`config.mk`:
```
export PLATFORM = sky130hd
export DESIGN_NAME = round_robin_slice_scheduler
export DESIGN_NICKNAME = d
export VERILOG_FILES = /design/src/rrs_pkg.sv /design/src/rrs_table.sv /design/src/rrs_ctrl.sv /design/src/round_robin_slice_scheduler.sv
export SDC_FILE = /design/constraint.sdc
export NUM_CORES = 1
export LEC_CHECK = 0
export BUFFER_PORTS_ARGS = -buffer_cell sky130_fd_sc_hd__buf_2
export CAP_MARGIN = 20
export CORE_MARGIN = 2
export CORE_UTILIZATION = 56
export CTS_BUF_LIST = sky130_fd_sc_hd__clkbuf_16
export CTS_CLUSTER_SIZE = 30
export DETAILED_ROUTE_END_ITERATION = 12
export PLACE_DENSITY = 0.76
export SYNTH_ARGS = -nofsm -noshare
export SYNTH_HDL_FRONTEND = slang
export SYNTH_SLANG_ARGS = --single-unit
```
`constraint.sdc`:
```
create_clock -name clk -period 7.3 [get_ports clk]
set_clock_uncertainty 0.1 [all_clocks]
set_input_delay 1.46 -clock clk [delete_from_list [all_inputs] [get_ports clk]]
set_output_delay 1.46 -clock clk [all_outputs]
set_load 0.05 [all_outputs]
```
`src/rrs_pkg.sv`:
```
// Shared types, codes and reset constants of the round-robin slice scheduler.
package rrs_pkg;

  localparam int RRS_TABLE_SLOTS = 16;

  localparam logic [1:0] KIND_TICK = 2'd0;
  localparam logic [1:0] KIND_ADD  = 2'd1;
  localparam logic [1:0] KIND_SET  = 2'd2;

  localparam logic [1:0] ST_READY   = 2'd0;
  localparam logic [1:0] ST_RUNNING = 2'd1;
  localparam logic [1:0] ST_TERM    = 2'd3;

  localparam logic [1:0] STAT_OK        = 2'd0;
  localparam logic [1:0] STAT_NOT_FOUND = 2'd1;
  localparam logic [1:0] STAT_FULL      = 2'd2;
  localparam logic [1:0] STAT_NO_READY  = 2'd3;

  localparam logic [1:0] CFG_NORMAL_SLICE = 2'd0;
  localparam logic [1:0] CFG_KERNEL_FIRST = 2'd1;
  localparam logic [1:0] CFG_KERNEL_ID    = 2'd2;

  localparam logic [15:0] NORMAL_SLICE_RST = 16'd10;
  localparam logic [15:0] KERNEL_FIRST_RST = 16'd5;
  localparam logic [15:0] KERNEL_ID_RST    = 16'd0;

  typedef struct packed {
    logic [15:0] normal_slice;
    logic [15:0] kernel_first_slice;
    logic [15:0] kernel_id;
  } cfg_t;

  typedef struct packed {
    logic [1:0]  kind;
    logic [15:0] proc_id;
    logic        use_current;
    logic [1:0]  new_state;
    logic [15:0] new_slice;
    logic        keep_slice;
  } cmd_t;

  typedef struct packed {
    logic [15:0] current_id;
    logic        switched;
    logic [1:0]  status;
    logic [31:0] tick_count;
    logic [15:0] slice_left;
  } res_t;

endpackage

```
`src/rrs_table.sv`:
```
// Slot table memory: one write port, one registered read port.
module rrs_table #(
  parameter int DEPTH = 16,
  parameter int WIDTH = 39,
  parameter int AW    = 4
) (
  input  logic             clk,
  input  logic             we,
  input  logic [AW-1:0]    waddr,
  input  logic [WIDTH-1:0] wdata,
  input  logic [AW-1:0]    raddr,
  output logic [WIDTH-1:0] rdata
);

  logic [WIDTH-1:0] mem [DEPTH];

  always_ff @(posedge clk) begin
    if (we) begin
      mem[waddr] <= wdata;
    end
    rdata <= mem[raddr];
  end

endmodule

```
`src/rrs_ctrl.sv`:
```
// Scheduler sequencer: tick, add and set commands as read-modify-write walks of the slot table.
module rrs_ctrl #(
  parameter int TABLE_SLOTS = 16,
  parameter int SW = $clog2(TABLE_SLOTS),
  parameter int LW = $clog2(TABLE_SLOTS + 1),
  parameter int W  = 34 + LW
) (
  input  logic                 clk,
  input  logic                 rst,
  input  rrs_pkg::cfg_t        cfg,
  input  logic                 kfs_load,
  input  logic [15:0]          kfs_data,
  input  logic                 cmd_valid,
  output logic                 cmd_ready,
  input  rrs_pkg::cmd_t        cmd,
  output logic                 res_valid,
  input  logic                 res_take,
  output rrs_pkg::res_t        res,
  output logic                 mem_we,
  output logic [SW-1:0]        mem_waddr,
  output logic [W-1:0]         mem_wdata,
  output logic [SW-1:0]        mem_raddr,
  input  logic [W-1:0]         mem_rdata
);
  import rrs_pkg::*;

  localparam int CW = $clog2(TABLE_SLOTS + 1);
  localparam logic [LW-1:0] LINK_NULL = LW'(TABLE_SLOTS);

  typedef enum logic [4:0] {
    IDLE, TK_WT, TK_D, SL_WT, SL_D, SL_END, CR_WT, CR_D, FW,
    AD_SCAN, FD_WT, FD_D, ST_WT, ST_D, FIN, FIN_WT, FIN_D, DONE
  } state_t;

  state_t          state;
  cmd_t            c;
  logic [SW-1:0]   cur;
  logic [SW-1:0]   raddr;
  logic [SW-1:0]   prev_addr;
  logic [W-1:0]    prev_word;
  logic [SW-1:0]   found;
  logic [W-1:0]    found_word;
  logic            found_v;
  logic            cur_gone;
  logic [CW-1:0]   n;
  logic [SW-1:0]   scan;
  logic [31:0]     ticks;
  logic [TABLE_SLOTS-1:0] used;
  logic [1:0]      s0_state;
  logic [15:0]     s0_slice;
  logic [LW-1:0]   s0_link;
  logic            switched;
  logic [1:0]      status;

  // Slot zero lives in flip-flops so that it has a defined reset value.
  logic [W-1:0]    rdw;
  logic [15:0]     r_id;
  logic [1:0]      r_st;
  logic [15:0]     r_sl;
  logic [LW-1:0]   r_ln;
  logic [SW-1:0]   after;
  logic [15:0]     dec;
  logic            unl;
  logic            is_cur;
  logic            fd_hit;
  logic            w_en;
  logic [SW-1:0]   w_addr;
  logic [W-1:0]    w_data;

  assign rdw    = (raddr == '0) ? {cfg.kernel_id, s0_state, s0_slice, s0_link} : mem_rdata;
  assign r_id   = rdw[W-1:W-16];
  assign r_st   = rdw[LW+17:LW+16];
  assign r_sl   = rdw[LW+15:LW];
  assign r_ln   = rdw[LW-1:0];
  assign after  = (r_ln >= LINK_NULL) ? '0 : r_ln[SW-1:0];
  assign dec    = (r_sl == 16'd0) ? 16'd0 : r_sl - 16'd1;
  assign unl    = (r_st == ST_TERM) && (r_id != cfg.kernel_id);
  assign is_cur = (raddr == cur);
  assign fd_hit = used[raddr] && (r_id == c.proc_id);

  always_comb begin
    w_en   = 1'b0;
    w_addr = raddr;
    w_data = rdw;
    case (state)
      TK_D: begin
        w_en   = 1'b1;
        w_addr = cur;
        w_data = {r_id, r_st, dec, r_ln};
      end
      SL_D: begin
        if (unl) begin
          w_en   = 1'b1;
          w_addr = prev_addr;
          w_data = {prev_word[W-1:LW], r_ln};
        end
      end
      CR_D: begin
        w_en   = 1'b1;
        w_addr = cur;
        w_data = {r_id, ST_READY, r_sl, r_ln};
      end
      FW: begin
        w_en   = 1'b1;
        w_addr = found;
        w_data = {found_word[W-1:W-16], ST_RUNNING, cfg.normal_slice, found_word[LW-1:0]};
      end
      AD_SCAN: begin
        if (!used[scan]) begin
          w_en   = 1'b1;
          w_addr = scan;
          w_data = {c.proc_id, c.new_state, c.new_slice, s0_link};
        end
      end
      FD_D, ST_D: begin
        if (state == ST_D || fd_hit) begin
          w_en   = 1'b1;
          w_data = {r_id, c.new_state, c.keep_slice ? r_sl : c.new_slice, r_ln};
        end
      end
      default: begin
        w_en = 1'b0;
      end
    endcase
  end

  assign mem_we    = w_en && (w_addr != '0);
  assign mem_waddr = w_addr;
  assign mem_wdata = w_data;
  assign mem_raddr = raddr;
  assign cmd_ready = (state == IDLE);
  assign res_valid = (state == DONE);

  always_ff @(posedge clk) begin
    if (rst) begin
      state    <= IDLE;
      cur      <= '0;
      raddr    <= '0;
      ticks    <= '0;
      used     <= TABLE_SLOTS'(1);
      s0_state <= ST_READY;
      s0_slice <= KERNEL_FIRST_RST;
      s0_link  <= LINK_NULL;
      switched <= 1'b0;
      status   <= STAT_OK;
      found_v  <= 1'b0;
      cur_gone <= 1'b0;
    end else begin
      if (kfs_load && ticks == 32'd0) begin
        s0_slice <= kfs_data;
      end
      if (w_en && w_addr == '0) begin
        s0_state <= w_data[LW+17:LW+16];
        s0_slice <= w_data[LW+15:LW];
        s0_link  <= w_data[LW-1:0];
      end
      case (state)
        IDLE: begin
          if (cmd_valid) begin
            c        <= cmd;
            switched <= 1'b0;
            status   <= STAT_OK;
            case (cmd.kind)
              KIND_TICK: begin
                ticks <= ticks + 32'd1;
                raddr <= cur;
                state <= TK_WT;
              end
              KIND_ADD: begin
                scan  <= '0;
                state <= AD_SCAN;
              end
              KIND_SET: begin
                if (cmd.use_current) begin
                  raddr <= cur;
                  state <= ST_WT;
                end else begin
                  raddr <= '0;
                  n     <= '0;
                  state <= FD_WT;
                end
              end
              default: begin
                state <= FIN;
              end
            endcase
          end
        end
        TK_WT: state <= TK_D;
        TK_D: begin
          if (dec == 16'd0) begin
            prev_addr <= cur;
            prev_word <= {r_id, r_st, dec, r_ln};
            raddr     <= after;
            n         <= '0;
            cur_gone  <= 1'b0;
            found_v   <= 1'b0;
            state     <= SL_WT;
          end else begin
            state <= FIN;
          end
        end
        SL_WT: state <= SL_D;
        SL_D: begin
          if (unl) begin
            // unlink: predecessor now skips this slot
            prev_word[LW-1:0] <= r_ln;
            used[raddr]       <= 1'b0;
            if (is_cur) begin
              cur_gone <= 1'b1;
              state    <= SL_END;
            end else if (n == CW'(TABLE_SLOTS)) begin
              state <= SL_END;
            end else begin
              n     <= n + CW'(1);
              raddr <= after;
              state <= SL_WT;
            end
          end else if (r_st == ST_READY) begin
            found_v    <= 1'b1;
            found      <= raddr;
            found_word <= rdw;
            state      <= SL_END;
          end else if (is_cur || n == CW'(TABLE_SLOTS)) begin
            state <= SL_END;
          end else begin
            prev_addr <= raddr;
            prev_word <= rdw;
            n         <= n + CW'(1);
            raddr     <= after;
            state     <= SL_WT;
          end
        end
        SL_END: begin
          if (!found_v) begin
            status <= STAT_NO_READY;
            if (cur_gone) begin
              cur      <= '0;
              switched <= 1'b1;
            end
            state <= FIN;
          end else if (found == cur) begin
            state <= FIN;
          end else begin
            raddr <= cur;
            state <= CR_WT;
          end
        end
        CR_WT: state <= CR_D;
        CR_D:  state <= FW;
        FW: begin
          cur      <= found;
          switched <= 1'b1;
          state    <= FIN;
        end
        AD_SCAN: begin
          if (!used[scan]) begin
            used[scan] <= 1'b1;
            s0_link    <= LW'(scan);
            state      <= FIN;
          end else if (scan == SW'(TABLE_SLOTS - 1)) begin
            status <= STAT_FULL;
            state  <= FIN;
          end else begin
            scan <= scan + SW'(1);
          end
        end
        FD_WT: state <= FD_D;
        FD_D: begin
          if (fd_hit) begin
            state <= FIN;
          end else if (r_ln >= LINK_NULL || n == CW'(TABLE_SLOTS - 1)) begin
            status <= STAT_NOT_FOUND;
            state  <= FIN;
          end else begin
            n     <= n + CW'(1);
            raddr <= r_ln[SW-1:0];
            state <= FD_WT;
          end
        end
        ST_WT: state <= ST_D;
        ST_D:  state <= FIN;
        FIN: begin
          raddr <= cur;
          state <= FIN_WT;
        end
        FIN_WT: state <= FIN_D;
        FIN_D: begin
          res.current_id <= r_id;
          res.switched   <= switched;
          res.status     <= status;
          res.tick_count <= ticks;
          res.slice_left <= r_sl;
          state          <= DONE;
        end
        DONE: begin
          if (res_take) begin
            state <= IDLE;
          end
        end
        default: state <= IDLE;
      endcase
    end
  end

endmodule

```
`src/round_robin_slice_scheduler.sv`:
```
// Top level of the round-robin slice scheduler: config registers, output register, table.
//
// Usage: commands arrive on the s_ stream (s_tuser = kind: tick, add, set);
// each produces exactly one result transfer on the m_ stream, in order.
// Configuration is written through cfg_we / cfg_index / cfg_wdata while idle.
// A tick that leaves slice left, a set on the current task and the unused kind
// touch only the current slot. A tick that ends a slice walks the slots
// (up to TABLE_SLOTS + 1) and, when it switches, rewrites the old and new
// current slot; a set by id searches up to TABLE_SLOTS slots; an add scans
// the used bits.
// Throughput is one command at a time; the walks over the slot table memory
// set the figure, and the next command is taken as its result leaves.
// Reset (rst, synchronous) leaves only the kernel task in slot zero, head
// and current, with its first slice; no clearing pass is needed.
// The result sits in an output register: a stalled receiver holds it, and
// the next command is still taken and worked on meanwhile; its own result
// then waits until the register frees up.
module round_robin_slice_scheduler #(
  parameter int TABLE_SLOTS = rrs_pkg::RRS_TABLE_SLOTS
) (
  input  logic        clk,
  input  logic        rst,
  input  logic        s_tvalid,
  output logic        s_tready,
  // [15:0] proc_id, [16] use_current, [18:17] new_state, [34:19] new_slice,
  // [35] keep_slice, [39:36] zero
  input  logic [39:0] s_tdata,
  // [1:0] kind
  input  logic [1:0]  s_tuser,
  output logic        m_tvalid,
  input  logic        m_tready,
  // [15:0] current_id, [16] switched, [18:17] status, [50:19] tick_count,
  // [66:51] slice_left, [71:67] zero
  output logic [71:0] m_tdata,
  input  logic        cfg_we,
  input  logic [1:0]  cfg_index,
  input  logic [15:0] cfg_wdata
);
  import rrs_pkg::*;

  localparam int SW = $clog2(TABLE_SLOTS);
  localparam int LW = $clog2(TABLE_SLOTS + 1);
  localparam int W  = 34 + LW;

  cfg_t          cfg;
  cmd_t          cmd;
  res_t          res;
  logic          res_valid;
  logic          res_take;
  logic          kfs_load;
  logic          mem_we;
  logic [SW-1:0] mem_waddr;
  logic [W-1:0]  mem_wdata;
  logic [SW-1:0] mem_raddr;
  logic [W-1:0]  mem_rdata;

  // Config registers; writes beyond the register list are ignored.
  always_ff @(posedge clk) begin
    if (rst) begin
      cfg.normal_slice       <= NORMAL_SLICE_RST;
      cfg.kernel_first_slice <= KERNEL_FIRST_RST;
      cfg.kernel_id          <= KERNEL_ID_RST;
    end else if (cfg_we) begin
      case (cfg_index)
        CFG_NORMAL_SLICE: cfg.normal_slice       <= cfg_wdata;
        CFG_KERNEL_FIRST: cfg.kernel_first_slice <= cfg_wdata;
        CFG_KERNEL_ID:    cfg.kernel_id          <= cfg_wdata;
        default: begin
        end
      endcase
    end
  end

  // kernel_first_slice also reloads slot zero until the first tick
  assign kfs_load = cfg_we && (cfg_index == CFG_KERNEL_FIRST);

  assign cmd.kind        = s_tuser;
  assign cmd.proc_id     = s_tdata[15:0];
  assign cmd.use_current = s_tdata[16];
  assign cmd.new_state   = s_tdata[18:17];
  assign cmd.new_slice   = s_tdata[34:19];
  assign cmd.keep_slice  = s_tdata[35];

  // output register: loaded when empty or being drained this cycle
  assign res_take = res_valid && (!m_tvalid || m_tready);

  always_ff @(posedge clk) begin
    if (rst) begin
      m_tvalid <= 1'b0;
    end else if (res_take) begin
      m_tvalid <= 1'b1;
    end else if (m_tready) begin
      m_tvalid <= 1'b0;
    end
  end

  always_ff @(posedge clk) begin
    if (res_take) begin
      m_tdata <= {5'd0, res.slice_left, res.tick_count, res.status, res.switched,
                  res.current_id};
    end
  end

  rrs_ctrl #(
    .TABLE_SLOTS(TABLE_SLOTS),
    .SW(SW),
    .LW(LW),
    .W(W)
  ) u_ctrl (
    .clk(clk),
    .rst(rst),
    .cfg(cfg),
    .kfs_load(kfs_load),
    .kfs_data(cfg_wdata),
    .cmd_valid(s_tvalid),
    .cmd_ready(s_tready),
    .cmd(cmd),
    .res_valid(res_valid),
    .res_take(res_take),
    .res(res),
    .mem_we(mem_we),
    .mem_waddr(mem_waddr),
    .mem_wdata(mem_wdata),
    .mem_raddr(mem_raddr),
    .mem_rdata(mem_rdata)
  );

  rrs_table #(
    .DEPTH(TABLE_SLOTS),
    .WIDTH(W),
    .AW(SW)
  ) u_table (
    .clk(clk),
    .we(mem_we),
    .waddr(mem_waddr),
    .wdata(mem_wdata),
    .raddr(mem_raddr),
    .rdata(mem_rdata)
  );

endmodule
```
Word level (Yosys, flattened, before mapping)
Memory sizes are Yosys's and may differ from the RTL's. A register that Yosys moved wholly into a read port is not among the register bits.
Index checks and enable logic that the tools add are counted.
{"block": "op_classes", "n_reduce_logical": 55, "muxes": 115, "n_bitwise": 5, "n_eq_ne": 58, "magnitude_cmp": 5, "addsub": 4}
{"cell": "39-bit 2-to-1 mux", "n": 6}
{"cell": "39-bit one-hot mux with 6 select lines", "n": 1}
{"cell": "5-bit 2-to-1 mux", "n": 23}
{"cell": "4-bit 2-to-1 mux", "n": 27}
{"cell": "16-bit 2-to-1 mux", "n": 6}
{"cell": "5-bit one-hot mux with 17 select lines", "n": 1}
{"cell": "39-bit one-hot mux with 2 select lines", "n": 1}
{"cell": "5-bit by 4-bit equality test with 1-bit output (second input constant)", "n": 9}
{"cell": "34-bit 2-to-1 mux", "n": 1}
{"cell": "32-bit by 1-bit adder with 32-bit output (second input constant)", "n": 1}
{"cell": "16-bit logical NOT", "n": 2}
{"cell": "32-bit logical NOT", "n": 1}
{"cell": "16-bit one-hot mux with 2 select lines", "n": 1}
{"cell": "4-bit one-hot mux with 2 select lines", "n": 4}
{"cell": "2-bit by 1-bit inequality test with 1-bit output (second input constant)", "n": 12}
{"cell": "4-bit one-hot mux with 6 select lines", "n": 1}
{"cell": "12-bit AND reduction", "n": 2}
{"cell": "23-bit 2-to-1 mux", "n": 1}
{"cell": "2-bit inequality test (second input constant)", "n": 11}
{"cell": "5-bit by 3-bit equality test with 1-bit output (second input constant)", "n": 4}
{"cell": "5-bit one-hot mux with 4 select lines", "n": 1}
{"cell": "1-bit 2-to-1 mux", "n": 19}
{"cell": "16-bit AND", "n": 1}
{"cell": "16-bit equality test", "n": 1}
{"cell": "other kinds (47)", "n": 105}
{"block": "totals", "output_inout_bits": 74, "ram_bits": 624, "register_bits": 381, "mem_count": 1}
{"memory": "u_table.mem", "depth": 16, "width": 39, "rd": 1, "rd_ports_with_merged_regs": 1, "wr": 1, "line": "rrs_table.sv:15", "text": "logic [WIDTH-1:0] mem [DEPTH];"}

Longest topological paths before layout
Gate-level depths: netlist of run 1.
{"block": "depth", "word_depth": 11, "mapped_depth": 19, "ltp_nobuf": 14}

By module
A second synthesis of run 1 with hierarchy kept.
{"block": "unflattened", "cells_unflattened": 2644, "hier_area_um2": 42124.2}
{"module": "rrs_table", "area_per_inst_um2": 24185.7, "cells_per_inst": 1014, "seq_area_each_um2": 19518.7, "instances": 1}
{"module": "rrs_ctrl", "area_per_inst_um2": 13878.3, "cells_per_inst": 1372, "seq_area_each_um2": 7006.7, "instances": 1}
{"module": "round_robin_slice_scheduler", "area_per_inst_um2": 4060.1, "cells_per_inst": 258, "seq_area_each_um2": 2992.9, "instances": 1}

Least setup slack after synthesis of run 1
Ideal clock, no wire load.
{"block": "synth_timing", "kind": "input port to flip-flop", "startpoint": "in rst", "endpoint": "reg, netlist name u_ctrl.res[0]", "n_path_buf": 1, "cell_stages": 2, "setup_ps": 588, "t_required_ps": 6612, "path_slack_ps": 16, "arrival_ps": 6596, "cell_sequence": "clkbuf_1 -> nor3b_1"}
{"block": "synth_via", "elab_chain_cells": 2}
{"item": "start, declared", "line": "round_robin_slice_scheduler.sv:22", "text": "input logic rst,"}
{"item": "1-bit inverter (no line)"}
{"item": "2-bit AND reduction (no line)"}
Every way passes these cells.
A chain may end at the register's enable or synchronous reset.

Final worst setup path of run 1
{"block": "layout_timing", "startpoint": "reg u_ctrl.raddr[3], in the netlist u_ctrl.mem_raddr[3]", "endpoint": "mem u_table.mem[6][5] (data pin)"}
{"block": "layout_via", "elab_cells_between_ends": 18}
{"item": "start, declared", "line": "rrs_ctrl.sv:38", "text": "logic [SW-1:0] raddr;"}
{"item": "start signal, assigned", "line": "rrs_ctrl.sv:166", "text": "raddr <= cur;"}
{"item": "start signal, assigned", "line": "rrs_ctrl.sv:175", "text": "raddr <= cur;"}
{"item": "start signal, assigned", "line": "rrs_ctrl.sv:194", "text": "raddr <= after;"}
{"item": "4-bit logical NOT", "line": "rrs_ctrl.sv:70", "text": "assign rdw = (raddr == '0) ? {cfg.kernel_id, s0_state, s0_slice, s0_link} : mem_rdata;"}
{"item": "39-bit 2-to-1 mux", "line": "rrs_ctrl.sv:70"}
{"item": "via u_ctrl.rdw[6]", "line": "rrs_ctrl.sv:56", "text": "logic [W-1:0] rdw;"}
{"item": "16-bit logical NOT", "line": "rrs_ctrl.sv:76", "text": "assign dec = (r_sl == 16'd0) ? 16'd0 : r_sl - 16'd1;"}
{"item": "16-bit 2-to-1 mux", "line": "rrs_ctrl.sv:76"}
{"item": "39-bit one-hot mux with 6 select lines", "line": "rrs_ctrl.sv:85", "text": "case (state)"}
{"item": "via mem_wdata[5]", "line": "round_robin_slice_scheduler.sv:53", "text": "logic [W-1:0] mem_wdata;"}
{"item": "end, declared", "line": "rrs_table.sv:15"}
The timed path passes the listed nets, and every way through them passes these cells. The select of a mux whose other input is x is not followed.

==> impl_metrics.json, run 1 <==
{
  "wl_met3_mm": 8.890,
  "worst_pin_slew_ps": 1186,
  "hold_start": "u_ctrl.res[43]",
  "crit_top_cell": "nand2_1",
  "min_period_over_period_pct": 81.64,
  "hold_depth": 0,
  "synthArstFlopShare_pct": 0,
  "switching_share_pct": 30.71,
  "yosysUniqueCellTypes": 80,
  "synth_top_family_by_area": "multiplexers",
  "cts_sinks": 1026,
  "fin_ws_ps": 1340,
  "cts_buffers": 99,
  "postSynthCellCount": 2443,
  "p_seq_share_pct": 46.8,
  "dieArea_um2": 75140,
  "cts_tree": "yes",
  "reg2reg_from": "u_ctrl.mem_raddr[3]",
  "p_switching_mw": 5.316,
  "dr_total_vias": 23880,
  "clk_latency_ps": 670,
  "synth_ff_type": "edfxtp_1",
  "max_stage_delay_ps": 770,
  "rsz0062_at_grt": "false",
  "fin_crit_ps": 5960,
  "synth_enable_flop_cells": 865,
  "arrival_ps": 6090,
  "htreeDepth": 3,
  "slowest_stage": "buf_4",
  "syn_area_um2": 40860,
  "synth-compound-area-share_pct": 5.598,
  "syn-mean-instance-area_um2": 16.73,
  "p_clk_share_pct": 29.6,
  "wl_met1_mm": 40.71,
  "worstReg2RegEnd": "u_table.mem[6][5]",
  "ys_seq_elements": 1026,
  "status": "finished, final reports clean",
  "crit_chain": "buf_4 > nor4_2 > nand2_1 > nand2_1 > inv_1 > ha_1 > nor3b_1 > nand4_1 > a2111o_1 > nand2_1 > inv_1 > a222oi_1 > o21ai_0 > nand3b_1",
  "crit_cells": 14,
  "cts_resized": 0,
  "maxCapViolations": 0,
  "area_growth_pct": 13.91,
  "reg2reg_depth": 14,
  "path_buf_inv": 3,
  "slew_headroom_pct": 20.22,
  "slew_viol_final": 0,
  "nNetsFinal": 2742,
  "routed.top_layer": "met5",
  "grt_pass1_wl_mm": 156.0,
  "required_ps": 7430,
  "synthAdderAreaFrac_pct": 0.3062,
  "wl_met2_mm": 52.32,
  "n_fill_cell": 4890,
  "ant_nets": 0,
  "numPortBuffers": 129,
  "dp_hpwl_mm": 63.76,
  "rows": 99,
  "pre_cts_slack_ps": 1448,
  "crit_fanout": 55,
  "seq_area_frac_synth_pct": 71.46,
  "sequential_cell_area_um2": 29210,
  "grt_max_degree": 170,
  "synth-xor-area-share_pct": 1.758,
  "multiInputGateArea_um2": 11250,
  "hold_viol_final": 0,
  "grt_pass1_vias": 23710,
  "min_to": "m_tdata[46]",
  "tns_ps": 0,
  "gp_congestion": 0.9482,
  "cts-root-buf": "clkbuf_16",
  "viasPerCell": 6.429,
  "max_freq_ghz": 0.1678,
  "initial_core_util_pct": 56.29,
  "min_path_type": "flop to flop",
  "cts_hold_repair.buffers": 0,
  "leakage_nw": 15.65,
  "path_delay_family": "simple AND/OR/NAND/NOR gates",
  "drc": 0,
  "setup_viol": 0,
  "muxShareOfSynthArea_pct": 12.89,
  "wl_per_cell_um": 28.71,
  "cp-end-kind": "flop",
  "dr.pass1.iters": 8,
  "grt-ovfl-total": 0,
  "p_total_mw": 17.31,
  "pin_count": 139,
  "p_per_area_nw_per_um2": 372.0,
  "cts_buffer_depth": 3,
  "drive_gt1_share_pct": 22.44,
  "antenna_found_initial": 2,
  "r2r_slack_ps": 1340,
  "die_width_um": 274.1,
  "post_cts_buffers": 0,
  "p_comb_share_pct": 23.6,
  "routed_wl_mm": 106.6,
  "cp-start-kind": "flop",
  "instances_no_fill": 3714,
  "ir_drop_mv": 0.2277,
  "grt_usage_pct": 28.53,
  "synth_warnings": 0,
  "critical_path_class": "flop to flop",
  "clk_pin_slew_worst_paths_ps": 60,
  "core_um2": 72590,
  "placed_cells": 3518,
  "drt_iter0_drc": 3415,
  "die_height_um": 274.1,
  "intPower_mw": 12.00,
  "synthSimpleGateAreaFrac_pct": 6.088
}
-- cell type report --
class	count	share of cell area [%]
diodes	1	0.005376
clock buffers	101	5.430
clock inverters	87	1.626
inverters	58	0.4678
multi-input cells	1273	24.17
flip-flops and latches	1026	62.76
well taps	959	2.578
repair buffers	209	2.965
-- sequential cells by signal, indices dropped and copies added (netlist names), 5 cells and up --
signal	count
u_ctrl.res	67
cfg	32
u_ctrl.found_word	21
u_ctrl.n	5
u_ctrl.state	5
u_table.mem	624
u_ctrl.c	35
u_ctrl.s0_link	5
u_ctrl.s0_slice	16
u_ctrl.prev_word	34
u_ctrl.ticks	32
m_tdata	67
u_table.rdata	39
u_ctrl.used	16
-- through the flow --
step           hold slack [ps]  utilization [%]  area, um2
2_1_floorplan            300.3                -      41020
3_3_place_gp             301.6            59.44      43140
3_5_place_dp             304.5            59.48      43170
4_1_cts                  317.6            64.00      46460
5_1_grt                  321.6            64.12      46540
6_report                 317.2            64.12      46540
-- how the worst max path moves through the flow --
stage | from | endpoint | slack (ps)
CTS | u_ctrl.mem_raddr[1] | u_table.mem[9][5] | 1420
global placement | u_ctrl.mem_raddr[1] | u_ctrl.prev_word[32] | 1510
detailed placement | u_ctrl.mem_raddr[1] | u_table.mem[9][5] | 1450
floorplan | rst | u_ctrl.res[0] | 20
finish | u_ctrl.mem_raddr[3] | u_table.mem[6][5] | 1340
global route | u_ctrl.mem_raddr[1] | u_table.mem[9][5] | 1040
-- kinds of logic (layout without fill, tap and decap cells) --
| kind of cell | Yosys count | count (layout) |
|---|---|---|
| DFF | 1026 | 1026 |
| and+or+nand+nor | 527 | 527 |
| AOI/OAI and AO/OA | 336 | 336 |
| muxes | 274 | 274 |
| buffers and inverters | 187 | 455 |
| xor gates and xnor gates | 82 | 82 |
| adders and majority gates | 10 | 10 |
| other | 1 | 45 |
-- Yosys cell counts, types with 11 or more instances --
library cell	instances	area [um2]
a211oi_1	12	90.09
nor4_1	21	131.4
a22oi_1	20	150.1
a221o_1	13	130.1
clkbuf_1	81	304.0
edfxtp_1	865	25970
and3_1	11	68.82
nor3_1	30	150.1
xor2_1	34	297.8
inv_1	57	214.0
nand3_1	35	175.2
nand2b_1	16	100.1
nand2_1	180	675.7
a221oi_1	12	105.1
a21oi_1	90	450.4
o21ai_0	72	360.4
o21a_1	13	97.59
mux2i_1	66	660.6
xnor2_1	48	420.4
buf_1	30	112.6
a222oi_1	23	230.2
or3_1	14	87.58
mux4_2	200	4504
nor2_1	138	518.0
dfxtp_1	161	3223
nor2b_1	13	81.33
nand4_1	28	175.2
-- cells in the final DEF, fill, tap and decap left out, drive strengths merged, types with 8 or more instances in the layout --
master,count
xor2,34
and3,11
clkbuf,104
a222oi,23
mux4,200
clkinv,49
a22oi,20
conb,44
o21a,13
o31ai,8
nand3,37
dfxtp,161
nor2b,13
a211oi,14
and2,8
buf,206
inv,82
o21ai,72
xnor2,48
a221o,13
nand4,28
ha,10
bufinv,11
a221oi,13
mux2i,70
edfxtp,865
nor3,31
nand2,181
or3,14
a31oi,10
a21oi,90
nor2,139
nand2b,16
nor4,21
-- power by group through the flow --
stage               Clock [mW]  Sequential (mW)  Combinational (mW)
finish                    5.13             8.10                4.08
floorplan                    0             8.01                2.49
CTS                       5.19             8.09                3.95
global route              5.40             8.13                4.33
global placement             0             8.15                3.73
detailed placement           0             8.19                3.88
-- metal layers --
layer / up-vias / GRT usage (%)
li1: 10090 / -
met1: 12200 / 38.20
met2: 1332 / 46.53
met5: - / 0
met4: 2 / 12.27
met3: 253 / 4.948
Power figures use the tool's default switching activity.
==> run 2: changes to the inputs <==
--- a/config.mk
+++ b/config.mk
@@ -8,11 +8,11 @@
 export BUFFER_PORTS_ARGS = -buffer_cell sky130_fd_sc_hd__buf_2
 export CAP_MARGIN = 20
 export CORE_MARGIN = 2
-export CORE_UTILIZATION = 56
+export CORE_UTILIZATION = 62
 export CTS_BUF_LIST = sky130_fd_sc_hd__clkbuf_16
 export CTS_CLUSTER_SIZE = 30
 export DETAILED_ROUTE_END_ITERATION = 12
-export PLACE_DENSITY = 0.76
+export PLACE_DENSITY = 0.8
 export SYNTH_ARGS = -nofsm -noshare
 export SYNTH_HDL_FRONTEND = slang
 export SYNTH_SLANG_ARGS = --single-unit
==> constraint.sdc (replaced) <==
create_clock -name clk -period 6.07 [get_ports clk]
set_clock_uncertainty 0.1 [all_clocks]
set_input_delay 1.214 -clock clk [delete_from_list [all_inputs] [get_ports clk]]
set_output_delay 1.214 -clock clk [all_outputs]
set_load 0.05 [all_outputs]
==> impl_metrics.json, run 2 (synthesized netlist as in run 1, its figures left out) <==
{
  "status": "finished, final reports clean",
  "crit_top_cell": "buf_4",
  "grt_max_degree": 169,
  "grt_usage_pct": 32.40,
  "critical_path_class": "flop to flop",
  "cts_tree": "yes",
  "gp_congestion": 0.9273,
  "wl_per_cell_um": 30.10,
  "final_common_cell": "edfxtp_1",
  "crit_fanout": 25,
  "max_freq_ghz": 0.2002,
  "cts_resized": 0,
  "cp-start-kind": "flop",
  "leakage_nw": 15.73,
  "cts_buffers": 99,
  "n_fill_cell": 3879,
  "slew_headroom_pct": 20.13,
  "reg2reg_depth": 14,
  "dieArea_um2": 67970,
  "rsz0062_at_grt": "false",
  "arrival_ps": 5180,
  "clk_latency_ps": 670,
  "numPortBuffers": 129,
  "rows": 94,
  "crit_chain": "or4_4 > mux2i_1 > buf_4 > ha_1 > nor3b_1 > buf_4 > nand4_1 > a221oi_2 > mux2i_1 > or3_1 > o31ai_1 > and2_1 > and3_2 > buf_4",
  "cts-root-buf": "clkbuf_16",
  "drc": 0,
  "drt_iter0_drc": 3485,
  "clk_pin_slew_worst_paths_ps": 70,
  "viasPerCell": 6.690,
  "maxCapViolations": 0,
  "pin_count": 139,
  "ant_nets": 0,
  "path_delay_family": "simple AND/OR/NAND/NOR gates",
  "grt_pass1_wl_mm": 159.5,
  "placed_area_um2": 43210,
  "hold_depth": 0,
  "initial_core_util_pct": 62.37,
  "cts_sinks": 1026,
  "final_cell_mix": "865 x edfxtp_1, 200 x mux4_2, 180 x nand2_1",
  "setup_viol": 0,
  "min_path_type": "flop to flop",
  "tns_ps": 0,
  "die_width_um": 260.7,
  "ir_drop_mv": 0.2311,
  "htreeDepth": 3,
  "p_per_area_nw_per_um2": 447.8,
  "hold_viol_final": 0,
  "crit_cells": 14,
  "drive_gt1_share_pct": 22.62,
  "path_buf_inv": 3,
  "max_stage_delay_ps": 580,
  "top_regs": "u_table.mem (624), m_tdata (67), u_ctrl.res (67)",
  "nNetsFinal": 2751,
  "dp_hpwl_mm": 63.56,
  "min_period_over_period_pct": 82.29,
  "cp-end-kind": "flop",
  "slew_viol_final": 0,
  "core_um2": 65510,
  "area_growth_pct": 13.88,
  "fin_area_um2": 46530,
  "die_height_um": 260.7,
  "antenna_found_initial": 3,
  "cts_hold_repair.buffers": 0,
  "post_cts_buffers": 0,
  "grt_pass1_vias": 24370,
  "antennaDiodeCount": 0,
  "dr.pass1.iters": 8,
  "cts_buffer_depth": 3,
  "routed_wl_mm": 109.2,
  "grt-ovfl-total": 0,
  "required_ps": 6250,
  "top_register": "u_table.mem",
  "largest_reg_flops": 624,
  "fin_crit_ps": 4995,
  "slowest_stage": "or4_4",
  "dr_total_vias": 24260,
  "worst_pin_slew_ps": 1186
}
run 2: metal layers:
layer  vias to the layer above  global-route usage (%)  part of all wire, %
met1                     12350                   44.98                   38
met4                         2                   13.89                  4.1
met5                         -                       0               0.0073
li1                      10080                       -                    -
met2                      1566                   51.27                   48
met3                       263                   5.750                  9.6
run 2: per-stage QoR:
step	hold slack, ps	worst slack (ps)	power [mW]	instances	util (%)
after global placement	304.4	1269	14.25	3432	65.95
after CTS	306.9	1172	20.69	3621	70.92
after floorplan	300.3	613.8	12.64	2486	-
after detailed placement	304.5	1208	14.50	3433	65.96
final	315.6	1075	20.84	3627	71.03
after global routing	322.2	954.9	21.45	3627	71.03
run 2: worst paths after layout:
check | endpoint | slack [ps] | startpoint
hold reg to reg | u_ctrl.res[49] | 320 | u_ctrl.status[1]
setup / recovery | u_ctrl.prev_word[22] | 1080 | u_ctrl.mem_raddr[0]
hold / removal | u_ctrl.res[49] | 320 | u_ctrl.status[1]
setup reg to reg | u_ctrl.prev_word[22] | 1080 | u_ctrl.mem_raddr[0]
run 2: worst reg2reg max path, delay by kind of cell (launching register included):
family	cells	cell delay (ps)
fa+ha+maj	1	270
simple gates	6	1890
mux	2	360
compound gates	2	830
flops	1	370
buf+inv	3	770
run 2: cell type report:
cell class | instances | area [um2] | area share [%]
repair buffers | 218 | 1518 | 3.262
well taps | 864 | 1081 | 2.323
multi-input cells | 1273 | 11260 | 24.19
clock inverters | 86 | 695.7 | 1.495
inverters | 58 | 217.7 | 0.4679
clock buffers | 102 | 2552 | 5.485
flip-flops and latches | 1026 | 29210 | 62.78
run 2: report_power, final:
part,internal [mW],switching (mW)
clock,3.45,2.69
sequential,9.26,0.476
combinational,1.65,3.31
